[src/design/psi_pkg.sv]
// Shared types and constants for the power sequence interpreter.
// Used by psi_eval, psi_seq and the top level; depends on nothing.
package psi_pkg;

  localparam int TABLE_DEPTH = 32;
  localparam int IDX_W       = $clog2(TABLE_DEPTH);
  localparam int POS_W       = IDX_W + 1;
  localparam int WAIT_W      = 26;
  localparam int DELAY_SCALE = 1000;

  localparam logic [7:0]  CUT_RESET       = 8'd255;
  localparam logic [7:0]  FAB_RESET       = 8'd255;
  localparam logic [7:0]  INTF_RESET      = 8'd255;
  localparam logic [15:0] POLL_LIMIT_RESET = 16'd5000;
  localparam logic [9:0]  POLL_WAIT_RESET  = 10'd10;

  // command codes
  localparam logic [1:0] CMD_LOAD  = 2'd0;
  localparam logic [1:0] CMD_START = 2'd1;
  localparam logic [1:0] CMD_RDATA = 2'd2;
  localparam logic [1:0] CMD_TICK  = 2'd3;

  // entry op codes
  localparam logic [2:0] OP_READ  = 3'd0;
  localparam logic [2:0] OP_WRITE = 3'd1;
  localparam logic [2:0] OP_POLL  = 3'd2;
  localparam logic [2:0] OP_DELAY = 3'd3;
  localparam logic [2:0] OP_END   = 3'd4;

  // result action codes
  localparam logic [2:0] ACT_READ    = 3'd0;
  localparam logic [2:0] ACT_WRITE   = 3'd1;
  localparam logic [2:0] ACT_DONE    = 3'd2;
  localparam logic [2:0] ACT_TIMEOUT = 3'd3;
  localparam logic [2:0] ACT_OVERRUN = 3'd4;

  // configuration register indexes
  localparam logic [2:0] REG_CUT_VERSION     = 3'd0;
  localparam logic [2:0] REG_FAB_VERSION     = 3'd1;
  localparam logic [2:0] REG_HOST_INTF       = 3'd2;
  localparam logic [2:0] REG_POLL_LIMIT      = 3'd3;
  localparam logic [2:0] REG_POLL_WAIT_TICKS = 3'd4;

  typedef struct packed {
    logic [15:0] offset;
    logic [7:0]  cut;
    logic [7:0]  fab;
    logic [7:0]  intf;
    logic [2:0]  op;
    logic [7:0]  mask;
    logic [7:0]  value;
  } entry_t;

  typedef struct packed {
    logic [7:0]  cut_version;
    logic [7:0]  fab_version;
    logic [7:0]  host_intf;
    logic [15:0] poll_limit;
    logic [9:0]  poll_wait_ticks;
  } cfg_t;

  typedef struct packed {
    logic       valid;
    logic [1:0] command;
    logic [7:0] read_data;
  } req_t;

  typedef struct packed {
    logic              match;
    logic [7:0]        merged;
    logic              hit;
    logic [WAIT_W-1:0] delay_ticks;
  } eval_t;

endpackage

[src/design/psi_ram.sv]
// Generic single-write, single-read RAM with registered read data.
// Standalone; no package needed.
module psi_ram #(
  parameter int WIDTH = 8,
  parameter int DEPTH = 32
) (
  input  logic                     clk,
  input  logic                     we,
  input  logic [$clog2(DEPTH)-1:0] waddr,
  input  logic [WIDTH-1:0]         wdata,
  input  logic [$clog2(DEPTH)-1:0] raddr,
  output logic [WIDTH-1:0]         rdata
);

  logic [WIDTH-1:0] mem [DEPTH];
  logic [WIDTH-1:0] rdata_r;

  always_ff @(posedge clk) begin
    if (we) begin
      mem[waddr] <= wdata;
    end
    rdata_r <= mem[raddr];
  end

  assign rdata = rdata_r;

endmodule

[src/design/psi_eval.sv]
// Entry evaluation unit: version match, read-modify merge, poll compare, delay length.
// Depends on psi_pkg.
module psi_eval (
  input  psi_pkg::entry_t entry,
  input  psi_pkg::cfg_t   cfg,
  input  logic [7:0]      rdata,
  output psi_pkg::eval_t  ev
);
  import psi_pkg::*;

  always_comb begin
    ev.match  = (|(entry.cut & cfg.cut_version)) && (|(entry.fab & cfg.fab_version))
             && (|(entry.intf & cfg.host_intf));
    ev.merged = (rdata & ~entry.mask) | (entry.value & entry.mask);
    ev.hit    = (rdata & entry.mask) == (entry.value & entry.mask);
    // microsecond mode when value is zero, else scaled
    if (entry.value == 8'd0) begin
      ev.delay_ticks = WAIT_W'(entry.offset);
    end else begin
      ev.delay_ticks = WAIT_W'(entry.offset) * WAIT_W'(DELAY_SCALE);
    end
  end

endmodule

[src/design/psi_seq.sv]
// Sequencer: walks the table one entry per fetch/evaluate pair, tracks phase,
// poll count and wait timer, and registers the result. Depends on psi_pkg, psi_eval.
module psi_seq (
  input  logic                       clk,
  input  logic                       rst_n,
  input  psi_pkg::req_t              req,
  input  psi_pkg::cfg_t              cfg,
  input  psi_pkg::entry_t            entry,
  output logic [psi_pkg::IDX_W-1:0]  raddr,
  output logic                       busy,
  output logic                       out_valid,
  output logic [2:0]                 out_action,
  output logic [15:0]                out_address,
  output logic [7:0]                 out_write_data
);
  import psi_pkg::*;

  typedef enum logic [1:0] {ST_IDLE, ST_FETCH, ST_EVAL} state_t;
  typedef enum logic [2:0] {PH_IDLE, PH_RUN, PH_WREAD, PH_PREAD, PH_PWAIT, PH_DELAY} phase_t;
  typedef enum logic [1:0] {MD_SCAN, MD_RDATA, MD_PREREAD} mode_t;

  state_t            state_r;
  phase_t            phase_r;
  mode_t             mode_r;
  logic [POS_W-1:0]  position_r;
  logic [15:0]       poll_count_r;
  logic [WAIT_W-1:0] wait_left_r;
  logic [7:0]        rdata_r;
  logic              out_valid_r;
  logic [2:0]        out_action_r;
  logic [15:0]       out_address_r;
  logic [7:0]        out_write_data_r;

  eval_t             ev;
  logic              pos_over;
  logic [WAIT_W-1:0] wait_dec;
  logic [POS_W-1:0]  position_inc;

  psi_eval u_eval (
    .entry (entry),
    .cfg   (cfg),
    .rdata (rdata_r),
    .ev    (ev)
  );

  assign raddr        = position_r[IDX_W-1:0];
  assign busy         = (state_r != ST_IDLE);
  assign pos_over     = (position_r >= POS_W'(TABLE_DEPTH));
  assign wait_dec     = (wait_left_r != '0) ? wait_left_r - WAIT_W'(1) : wait_left_r;
  assign position_inc = position_r + POS_W'(1);

  always_ff @(posedge clk) begin
    if (!rst_n) begin
      state_r      <= ST_IDLE;
      phase_r      <= PH_IDLE;
      mode_r       <= MD_SCAN;
      position_r   <= '0;
      poll_count_r <= '0;
      wait_left_r  <= '0;
      out_valid_r  <= 1'b0;
    end else begin
      out_valid_r <= 1'b0;
      case (state_r)
        ST_IDLE: begin
          if (req.valid) begin
            case (req.command)
              CMD_START: begin
                position_r   <= '0;
                poll_count_r <= '0;
                wait_left_r  <= '0;
                mode_r       <= MD_SCAN;
                state_r      <= ST_FETCH;
              end
              CMD_RDATA: begin
                if (!pos_over && (phase_r == PH_WREAD || phase_r == PH_PREAD)) begin
                  rdata_r <= req.read_data;
                  mode_r  <= MD_RDATA;
                  state_r <= ST_FETCH;
                end
              end
              CMD_TICK: begin
                if (phase_r == PH_RUN) begin
                  mode_r  <= MD_SCAN;
                  state_r <= ST_FETCH;
                end else if (phase_r == PH_PWAIT || phase_r == PH_DELAY) begin
                  wait_left_r <= wait_dec;
                  if (wait_dec == '0) begin
                    if (phase_r == PH_DELAY) begin
                      position_r <= position_inc;
                      mode_r     <= MD_SCAN;
                      state_r    <= ST_FETCH;
                    end else if (pos_over) begin
                      phase_r <= PH_IDLE;
                    end else begin
                      mode_r  <= MD_PREREAD;
                      state_r <= ST_FETCH;
                    end
                  end
                end
              end
              default: begin
              end
            endcase
          end
        end
        ST_FETCH: begin
          // table read address is presented this cycle
          if (mode_r == MD_SCAN && pos_over) begin
            out_valid_r      <= 1'b1;
            out_action_r     <= ACT_OVERRUN;
            out_address_r    <= '0;
            out_write_data_r <= '0;
            phase_r          <= PH_IDLE;
            state_r          <= ST_IDLE;
          end else begin
            state_r <= ST_EVAL;
          end
        end
        ST_EVAL: begin
          out_address_r    <= entry.offset;
          out_write_data_r <= '0;
          state_r          <= ST_IDLE;
          case (mode_r)
            MD_SCAN: begin
              if (ev.match && entry.op == OP_WRITE) begin
                phase_r      <= PH_WREAD;
                out_valid_r  <= 1'b1;
                out_action_r <= ACT_READ;
              end else if (ev.match && entry.op == OP_POLL) begin
                phase_r      <= PH_PREAD;
                out_valid_r  <= 1'b1;
                out_action_r <= ACT_READ;
              end else if (ev.match && entry.op == OP_DELAY && ev.delay_ticks != '0) begin
                wait_left_r <= ev.delay_ticks;
                phase_r     <= PH_DELAY;
              end else if (ev.match && entry.op == OP_END) begin
                phase_r       <= PH_IDLE;
                out_valid_r   <= 1'b1;
                out_action_r  <= ACT_DONE;
                out_address_r <= '0;
              end else begin
                // skipped entry, move to the next slot
                position_r <= position_inc;
                state_r    <= ST_FETCH;
              end
            end
            MD_RDATA: begin
              if (phase_r == PH_WREAD) begin
                position_r       <= position_inc;
                phase_r          <= PH_RUN;
                out_valid_r      <= 1'b1;
                out_action_r     <= ACT_WRITE;
                out_write_data_r <= ev.merged;
              end else begin
                if (poll_count_r != 16'hFFFF) begin
                  poll_count_r <= poll_count_r + 16'd1;
                end
                if (poll_count_r > cfg.poll_limit) begin
                  phase_r      <= PH_IDLE;
                  out_valid_r  <= 1'b1;
                  out_action_r <= ACT_TIMEOUT;
                end else if (ev.hit) begin
                  position_r <= position_inc;
                  mode_r     <= MD_SCAN;
                  state_r    <= ST_FETCH;
                end else if (cfg.poll_wait_ticks == '0) begin
                  out_valid_r  <= 1'b1;
                  out_action_r <= ACT_READ;
                end else begin
                  wait_left_r <= WAIT_W'(cfg.poll_wait_ticks);
                  phase_r     <= PH_PWAIT;
                end
              end
            end
            MD_PREREAD: begin
              phase_r      <= PH_PREAD;
              out_valid_r  <= 1'b1;
              out_action_r <= ACT_READ;
            end
            default: begin
            end
          endcase
        end
        default: begin
          state_r <= ST_IDLE;
        end
      endcase
    end
  end

  assign out_valid      = out_valid_r;
  assign out_action     = out_action_r;
  assign out_address    = out_address_r;
  assign out_write_data = out_write_data_r;

endmodule

[src/design/power_sequence_interpreter_unit.sv]
// Top level of the power sequence interpreter: configuration registers, entry table,
// sequencer. Depends on psi_pkg, psi_ram, psi_seq.
//
// A command is taken when start is high and busy is low. Loads and ticks that only count
// down finish in the cycle they are taken and leave busy low. Start, read data and ticks
// that resume the sequence hold busy high while the sequencer walks the table, visiting
// each entry as a table read address step followed by evaluation of the registered read
// data; a scan that runs off the end of the table reports the overrun from the read
// address step. Each result is shown for a single cycle with out_valid high and must be
// taken then; there is no way to hold it off. Configuration writes are always ready and
// should only be made while no sequence is in progress.
module power_sequence_interpreter_unit (
  input  logic        clk,
  input  logic        rst_n,
  input  logic        start,
  output logic        busy,
  input  logic [1:0]  in_command,
  input  logic [4:0]  in_entry_index,
  input  logic [15:0] in_entry_offset,
  input  logic [7:0]  in_entry_cut,
  input  logic [7:0]  in_entry_fab,
  input  logic [7:0]  in_entry_intf,
  input  logic [2:0]  in_entry_op,
  input  logic [7:0]  in_entry_mask,
  input  logic [7:0]  in_entry_value,
  input  logic [7:0]  in_read_data,
  output logic        out_valid,
  output logic [2:0]  out_action,
  output logic [15:0] out_address,
  output logic [7:0]  out_write_data,
  input  logic        cfg_valid,
  output logic        cfg_ready,
  input  logic [2:0]  cfg_index,
  input  logic [15:0] cfg_data
);
  import psi_pkg::*;

  cfg_t             cfg_r;
  req_t             req;
  entry_t           wr_entry;
  entry_t           rd_entry;
  logic [IDX_W-1:0] raddr;
  logic             in_xfer;
  logic             seq_busy;

  assign cfg_ready = 1'b1;
  assign in_xfer   = start && !seq_busy;
  assign busy      = seq_busy;

  always_ff @(posedge clk) begin
    if (!rst_n) begin
      cfg_r.cut_version     <= CUT_RESET;
      cfg_r.fab_version     <= FAB_RESET;
      cfg_r.host_intf       <= INTF_RESET;
      cfg_r.poll_limit      <= POLL_LIMIT_RESET;
      cfg_r.poll_wait_ticks <= POLL_WAIT_RESET;
    end else if (cfg_valid && cfg_ready) begin
      case (cfg_index)
        REG_CUT_VERSION:     cfg_r.cut_version     <= cfg_data[7:0];
        REG_FAB_VERSION:     cfg_r.fab_version     <= cfg_data[7:0];
        REG_HOST_INTF:       cfg_r.host_intf       <= cfg_data[7:0];
        REG_POLL_LIMIT:      cfg_r.poll_limit      <= cfg_data;
        REG_POLL_WAIT_TICKS: cfg_r.poll_wait_ticks <= cfg_data[9:0];
        default: begin
        end
      endcase
    end
  end

  always_comb begin
    wr_entry.offset = in_entry_offset;
    wr_entry.cut    = in_entry_cut;
    wr_entry.fab    = in_entry_fab;
    wr_entry.intf   = in_entry_intf;
    wr_entry.op     = in_entry_op;
    wr_entry.mask   = in_entry_mask;
    wr_entry.value  = in_entry_value;
    req.valid       = in_xfer;
    req.command     = in_command;
    req.read_data   = in_read_data;
  end

  psi_ram #(
    .WIDTH ($bits(entry_t)),
    .DEPTH (TABLE_DEPTH)
  ) u_table (
    .clk   (clk),
    .we    (in_xfer && in_command == CMD_LOAD),
    .waddr (in_entry_index[IDX_W-1:0]),
    .wdata (wr_entry),
    .raddr (raddr),
    .rdata (rd_entry)
  );

  psi_seq u_seq (
    .clk            (clk),
    .rst_n          (rst_n),
    .req            (req),
    .cfg            (cfg_r),
    .entry          (rd_entry),
    .raddr          (raddr),
    .busy           (seq_busy),
    .out_valid      (out_valid),
    .out_action     (out_action),
    .out_address    (out_address),
    .out_write_data (out_write_data)
  );

endmodule
[config.mk]
export PLATFORM = sky130hd
export DESIGN_NAME = power_sequence_interpreter_unit
export DESIGN_NICKNAME = d
export VERILOG_FILES = /design/src/design/psi_pkg.sv /design/src/design/psi_ram.sv /design/src/design/psi_eval.sv /design/src/design/psi_seq.sv /design/src/design/power_sequence_interpreter_unit.sv
export SDC_FILE = /design/constraint.sdc
export NUM_CORES = 2
export LEC_CHECK = 0
export BUFFER_PORTS_ARGS = -buffer_cell sky130_fd_sc_hd__buf_2
export CORE_MARGIN = 5
export CORE_UTILIZATION = 30
export CTS_BUF_LIST = sky130_fd_sc_hd__clkbuf_16
export DETAILED_ROUTE_END_ITERATION = 10
export HOLD_SLACK_MARGIN = 0.1
export PLACE_DENSITY = 0.45
export SYNTH_ARGS = -nofsm -noshare
export SYNTH_HDL_FRONTEND = slang
export SYNTH_SLANG_ARGS = --single-unit
[constraint.sdc]
create_clock -name clk -period 6.5 [get_ports clk]
set_clock_uncertainty 0.05 [all_clocks]
set_input_delay 0 -clock clk [delete_from_list [all_inputs] [get_ports clk]]
set_output_delay 0 -clock clk [all_outputs]
set_load 0.02 [all_outputs]
# Word-level counts from Yosys, hierarchy flattened
# Memory sizes are Yosys's and may differ from the RTL's. A register that Yosys moved wholly into a read port is not among the register bits.
# Cells that the tools add are included.
# Widths: inputs -> output; s select.
[word_totals]
reg_bits = 141
latchBits = 0
ram_bits = 1888
rom_bits = 0
inputBits = 97
wordCells = 260
memories = 1
[classes]
n_addsub = 3
mul = 1
div_mod_pow = 0
n_lt_le_gt_ge = 2
eq_ne = 65
n_shift = 0
mux = 119
bitwise = 8
n_reduce_logical = 45
[memory_table]
columns = ["memory", "depth", "width", "read_ports", "rd_ports_with_merged_regs", "write_ports", "line", "source"]
rows = [
  ["u_table.mem", 32, 59, 1, 1, 1, "psi_ram.sv:15", "logic [WIDTH-1:0] mem [DEPTH];"],
]
[op_table]
columns = ["op", "count"]
rows = [
  ["$mux 26", 12],
  ["$mux 16", 11],
  ["$pmux 26 s2", 3],
  ["$mux 3", 25],
  ["$mux 6", 12],
  ["$pmux 16 s2", 2],
  ["$reduce_bool 26->1", 2],
  ["$and 8x8->8", 6],
  ["$mux 2", 23],
  ["$pmux 6 s2", 3],
  ["$ne 3x3->1 const B", 11],
  ["$pmux 3 s3", 3],
  ["$logic_not 26->1", 1],
  ["$reduce_and 13->1", 2],
  ["$sub 26x1->26 const B", 1],
  ["$mux 8", 3],
  ["$reduce_or 8->1", 3],
  ["$mul 16x7->23 const B", 1],
  ["$ne 5x5->1 const B", 4],
  ["$eq 3x2->1 const B", 6],
  ["$pmux 2 s3", 3],
  ["$add 16x1->16 const B", 1],
  ["$gt 16x16->1", 1],
  ["$ne 16x16->1 const B", 1],
  ["41 further kinds", 103],
]

# Depth between registers and ports, before layout
[logic_depth]
ltp_word = 11
depth_mapped = 21
mapped_depth_nobuf = 18

# Modules after synthesis
# A second synthesis with hierarchy kept.
[hier_totals]
hier_cells = 5429
hier_area_um2 = 86062.5
[modules_own_cells]
columns = ["mod", "instances", "cells_per_inst", "area_per_inst_um2", "seq_area_each_um2"]
rows = [
  ["psi_ram", 1, 4125, 74619.1, 57875.5],
  ["psi_seq", 1, 711, 5974.5, 2172.1],
  ["psi_eval", 1, 394, 3410.8, 0.0],
  ["power_sequence_interpreter_unit", 1, 199, 2058.2, 1001.0],
]

# Worst setup path after synthesis
# Ideal clock, no wire load.
[synth_path]
path_type = "flip-flop to flip-flop"
start = "register u_table.rdata_r[51], in the netlist u_table.rdata[51], read port of u_table.mem"
end = "register u_seq.wait_left_r[22]"
arrival_time_ns = 5.406
required_ns = 6.376
setup_slack_ns = 0.969
path_stages_with_launch = 21
n_path_buf = 2
path_cell_list = "dfxtp_1 > fa_1 > inv_1 > fa_1 > fa_1 > inv_1 > fa_1 > ha_1 > a21oi_1 > o211ai_1 > a221o_1 > or4_1 > nand3_1 > nor3b_1 > and4_1 > a31oi_1 > o21bai_1 > clkbuf_1 > buf_1 > o211ai_1 > o21ai_0"
[synth_via]
elab_chain_cells = 7
elab_cells_between_ends = 11
classes_between = "mul: 1; eq/ne: 1; mux: 6; reduce/logical: 3"
[synth_lines]
columns = ["item", "line", "source"]
rows = [
  ["from (decl)", "psi_ram.sv:16", "logic [WIDTH-1:0] rdata_r;"],
  ["$mul 16x7->23", "psi_eval.sv:20", "ev.delay_ticks = WAIT_W'(entry.offset) * WAIT_W'(DELAY_SCALE);"],
  ["$mux 26 *", "psi_eval.sv:17", "if (entry.value == 8'd0) begin"],
  ["parallel branches: the longest is 5 deep, another holds $reduce_bool 26->1", "-", ""],
  ["to (signal assigned)", "psi_seq.sv:86", "wait_left_r <= wait_dec;"],
  ["to (signal assigned)", "psi_seq.sv:134", "wait_left_r <= ev.delay_ticks;"],
  ["to (signal assigned)", "psi_seq.sv:170", "wait_left_r <= WAIT_W'(cfg.poll_wait_ticks);"],
  ["to (decl)", "psi_seq.sv:27", "logic [WAIT_W-1:0] wait_left_r;"],
]
# Mark *: on every way between the ends. The select of a mux whose other input is x is not followed.
# A chain may end at the register's enable or synchronous reset.

# Final worst setup path
[layout_path]
start = "register u_table.rdata_r[54], in the netlist u_table.rdata[54], read port of u_table.mem"
end = "register u_seq.position_r[3]"
[layout_via]
elab_chain_cells = 6
[layout_lines]
columns = ["item", "line", "source"]
rows = [
  ["$mul 16x7->23", "psi_eval.sv:20", ""],
  ["$mux 26 *", "psi_eval.sv:17", ""],
  ["$reduce_bool 26->1 *", "psi_seq.sv:133", "end else if (ev.match && entry.op == OP_DELAY && ev.delay_ticks != '0) begin"],
  ["$logic_and 1x1->1 *", "psi_seq.sv:133", ""],
  ["$ne 3x3->1 (no source line) *", "-", ""],
  ["$reduce_and 14->1 (no source line) *", "-", ""],
  ["to (signal assigned)", "psi_seq.sv:143", "position_r <= position_inc;"],
  ["to (signal assigned)", "psi_seq.sv:149", "position_r <= position_inc;"],
  ["to (signal assigned)", "psi_seq.sv:163", "position_r <= position_inc;"],
  ["to (decl)", "psi_seq.sv:25", "logic [POS_W-1:0] position_r;"],
]
# Mark *: on every way between the ends. The rest lies on a longest branch, timed or not.

==> summary.txt <==
Logic synthesis
  • Largest cells by area after synthesis: edfxtp_1 (69%), mux4_2 (16%), dfxtp_1 (4.0%)
  • Synth Instances: 4,095
  • Synth Area per Inst: ~20 um^2
  • Share of flip-flops with an asynchronous set or reset: 0%
  • Post-synthesis cell type count: 76
  • Flops & latches, synth: between 2,000 and 2,500
  • Post-synth EDFFs: 1,923
  • Ys Warns: 0
  • Post-Syn Area: 0.08351 mm^2
  • Most frequent cell after synthesis: edfxtp_1
  • Leading area contributor after synthesis: edfxtp_1
  • Synth top area share: 69.15%
  • Syn_nets: around 4,300
  • Ys flop type: edfxtp_1
  • Synth cell count leaders: edfxtp_1 (1,923), mux4_2 (590), nand2_1 (200)
  • Register area share after synthesis: ~73%

Setup path
  • Crit end category: flop
  • Kind of critical path: reg -> reg
  • Worst Path Required: 7170 ps
  • CP arrival: just under 7000 ps
  • CP startpoint kind: flop
  • Top fanout value on the critical path: 12

Timing
  • Relative slew slack: 20.82%
  • Final setup viols: 0
  • Slew Viols, Final: 0
  • Hold slack: 156.7 ps
  • RSZ-0062 raised after global routing: no
  • Worst Tran Pin Value: 1173 ps
  • Final TNS setup: 0 ps
  • Worst setup margin: 411.9 ps
  • Final period utilization: 93.66%
  • Peak Freq: 0.1643 GHz
  • Post-layout min period: 6088 ps
  • Hold Vio Cnt, Final: 0

Drt
  • Drt pass-1 iters: 7
  • Final ANT Viol Nets: 0
  • Via Count: 42,030
  • WL final: 237,000 um
  • Drt wl/cell: 28.07 um
  • Iter 0 DRT Violations: 4,035
  • Average vias per placed instance: 4.977
  • DRC viols: 0

Floorplanning
  • Core area: 0.2767 mm^2
  • IO Pins: 127
  • Site Rows: approximately 190
  • Die W: 537.6 um
  • Die Y: around 540 um
  • Initial Utilization: 30.18%
  • Die area: 0.2890 mm^2

Global routing
  • First-pass GRT wire length: 334,300 um
  • Pin count of the biggest net entering global routing: 134
  • All-Layer GR Usage: 16.16%
  • Gr ovfl total: 0
  • Antenna violations before repair: 23
  • Vias in the first global route: roughly 43,000

CTS
  • Number of sinks on the clock net: 2,088
  • Worst skew pair latency: around 890 ps
  • Worst-path clk slew: 60 ps
  • CTS tree: yes
  • Clk root buf: clkbuf_16
  • Num CTS Buffers: 228
  • Number of H-tree levels: 4
  • Clock Tree Buf Depth: 4

Pwr
  • Leakage power: a little over 30 nW
  • Total power: 32.82 mW
  • Max VDD drop: about 0.00028 V
  • Power Dens Cells: ~330 mW/mm^2

Placed design
  • Detailed placer's ending HPWL: 129,300 um
  • Area post-placement: between 0.08 and 0.09 mm^2
  • I/O Buffers: 125
  • Pre-CTS worst setup slack: 302.8 ps
  • Routability cong.: 0.7872

Run
  • Max-cap violations: 0

Final layout
  • Final instance area: 0.09830 mm^2
  • Fill count: approximately 26,000
  • Share of post-route cells with drive strength above 1: between 20% and 30%
  • NumNets Final: about 4,800
  • Area of the multi-input gates: 0.02151 mm^2
  • Flip-flop and latch area: around 0.061 mm^2
  • Layout area overhead: 17.72%

Min path
  • HP Class: in -> reg

Outcome
  • Status: finished clean
-- registers in the layout (all words and copies together), names as in the netlist, 6 cells and up --
register and flops:
u_seq.out_write_data 8, u_table.rdata 59, u_table.mem 1888, u_seq.poll_count_r 16, u_seq.wait_left_r 26, cfg_r 50
u_seq.rdata_r 8, u_seq.position_r 6, u_seq.out_address 16
-- through the flow --
stage | utilization [%] | std cells
final | 35.52 | 8443
after global routing | 35.52 | 8438
after CTS | 35.51 | 8436
after detailed placement | 32.37 | 7847
after global placement | 32.37 | 7847
after floorplan | - | 4095
-- area by class of cell --
cell class                      count  area share, %
Sequential cell                  2088          62.13
Multi-Input combinational cell   1690          21.88
Clock buffer                      229          5.830
Tap cell                         3705          4.716
Timing Repair Buffer              416          3.755
Clock inverter                    183          1.199
Inverter                          125         0.4773
Antenna cell                        7        0.01782
-- report_power, final --
group | total, mW | switching [mW] | leakage (nW) | internal (mW)
registers | 15.0 | 0.187 | 18.7 | 14.8
logic | 5.70 | 3.38 | 8.53 | 2.32
clock network | 12.1 | 5.24 | 3.64 | 6.86
total | 32.8 | 8.81 | 30.8 | 24.0
-- worst paths after layout --
kind / slack, ps / startpoint / endpoint / depth (start not counted)
setup / recovery: 410 / u_table.rdata[54] / u_seq.position_r[3] / 18
hold / removal: 160 / in_entry_fab[6] / u_table.mem[0][33] / 2
setup reg to reg: 410 / u_table.rdata[54] / u_seq.position_r[3] / 18
hold reg to reg: 420 / cfg_r[14] / cfg_r[14] / 2
-- what timing repair did --
item,in CTS,in global routing
resized for setup,0,5
buffers inserted,0,0
endpoints found under the setup margin,0,3
endpoints found under the hold margin,2393,0
hold buffers,177,0
-- worst max-delay path, stage by stage, from the launching register on --
cell	delay, ps
dfxtp_1	650
fa_1	510
inv_1	80
fa_1	420
fa_1	490
inv_1	50
fa_1	380
ha_1	400
a21oi_1	220
o211ai_1	110
a221o_1	360
or4_1	470
nand3_1	120
nor3b_1	200
and4_1	230
a31oi_1	220
a21o_1	370
or4b_1	500
a21boi_1	160
-- layer usage --
layer / global-route usage (%) / vias up / routed length [um]
met1: 23.34 / 22860 / 108000
met3: 2.430 / 314 / 11760
met2: 25.93 / 1081 / 112200
met4: 3.554 / 6 / 5041
met5: 0 / - / 34
li1: - / 17760 / -
-- logic make-up (layout without fill, tap and decap cells) --
| logic type | Yosys count | after routing | share of synthesized area (%) |
|---|---|---|---|
| simple gates | 557 | 557 | 3.257 |
| buf+inv | 317 | 953 | 1.450 |
| mux | 666 | 666 | 16.91 |
| fa+ha+maj | 138 | 138 | 2.553 |
| flops | 2088 | 2088 | 73.11 |
| compound gates | 279 | 279 | 2.203 |
| other cells | 1 | 8 | 0.004491 |
| xor+xnor | 49 | 49 | 0.5139 |
-- cells in the final DEF, fill, tap and decap left out, types with 23 or more instances in the layout --
cell type,instances
buf_4,81
mux4_2,590
dlygate4sd3_1,176
dfxtp_1,156
and2_1,24
clkbuf_16,229
xor2_1,26
edfxtp_1,1923
buf_2,124
o21ai_0,68
a21oi_1,44
ha_1,84
clkinv_2,29
nand3_1,72
xnor2_1,23
buf_12,35
mux2_2,59
nor2_1,83
inv_1,191
nor2_4,32
clkinv_1,56
fa_1,54
nand2_1,200
Note: power is estimated with default switching activity, not from simulation.
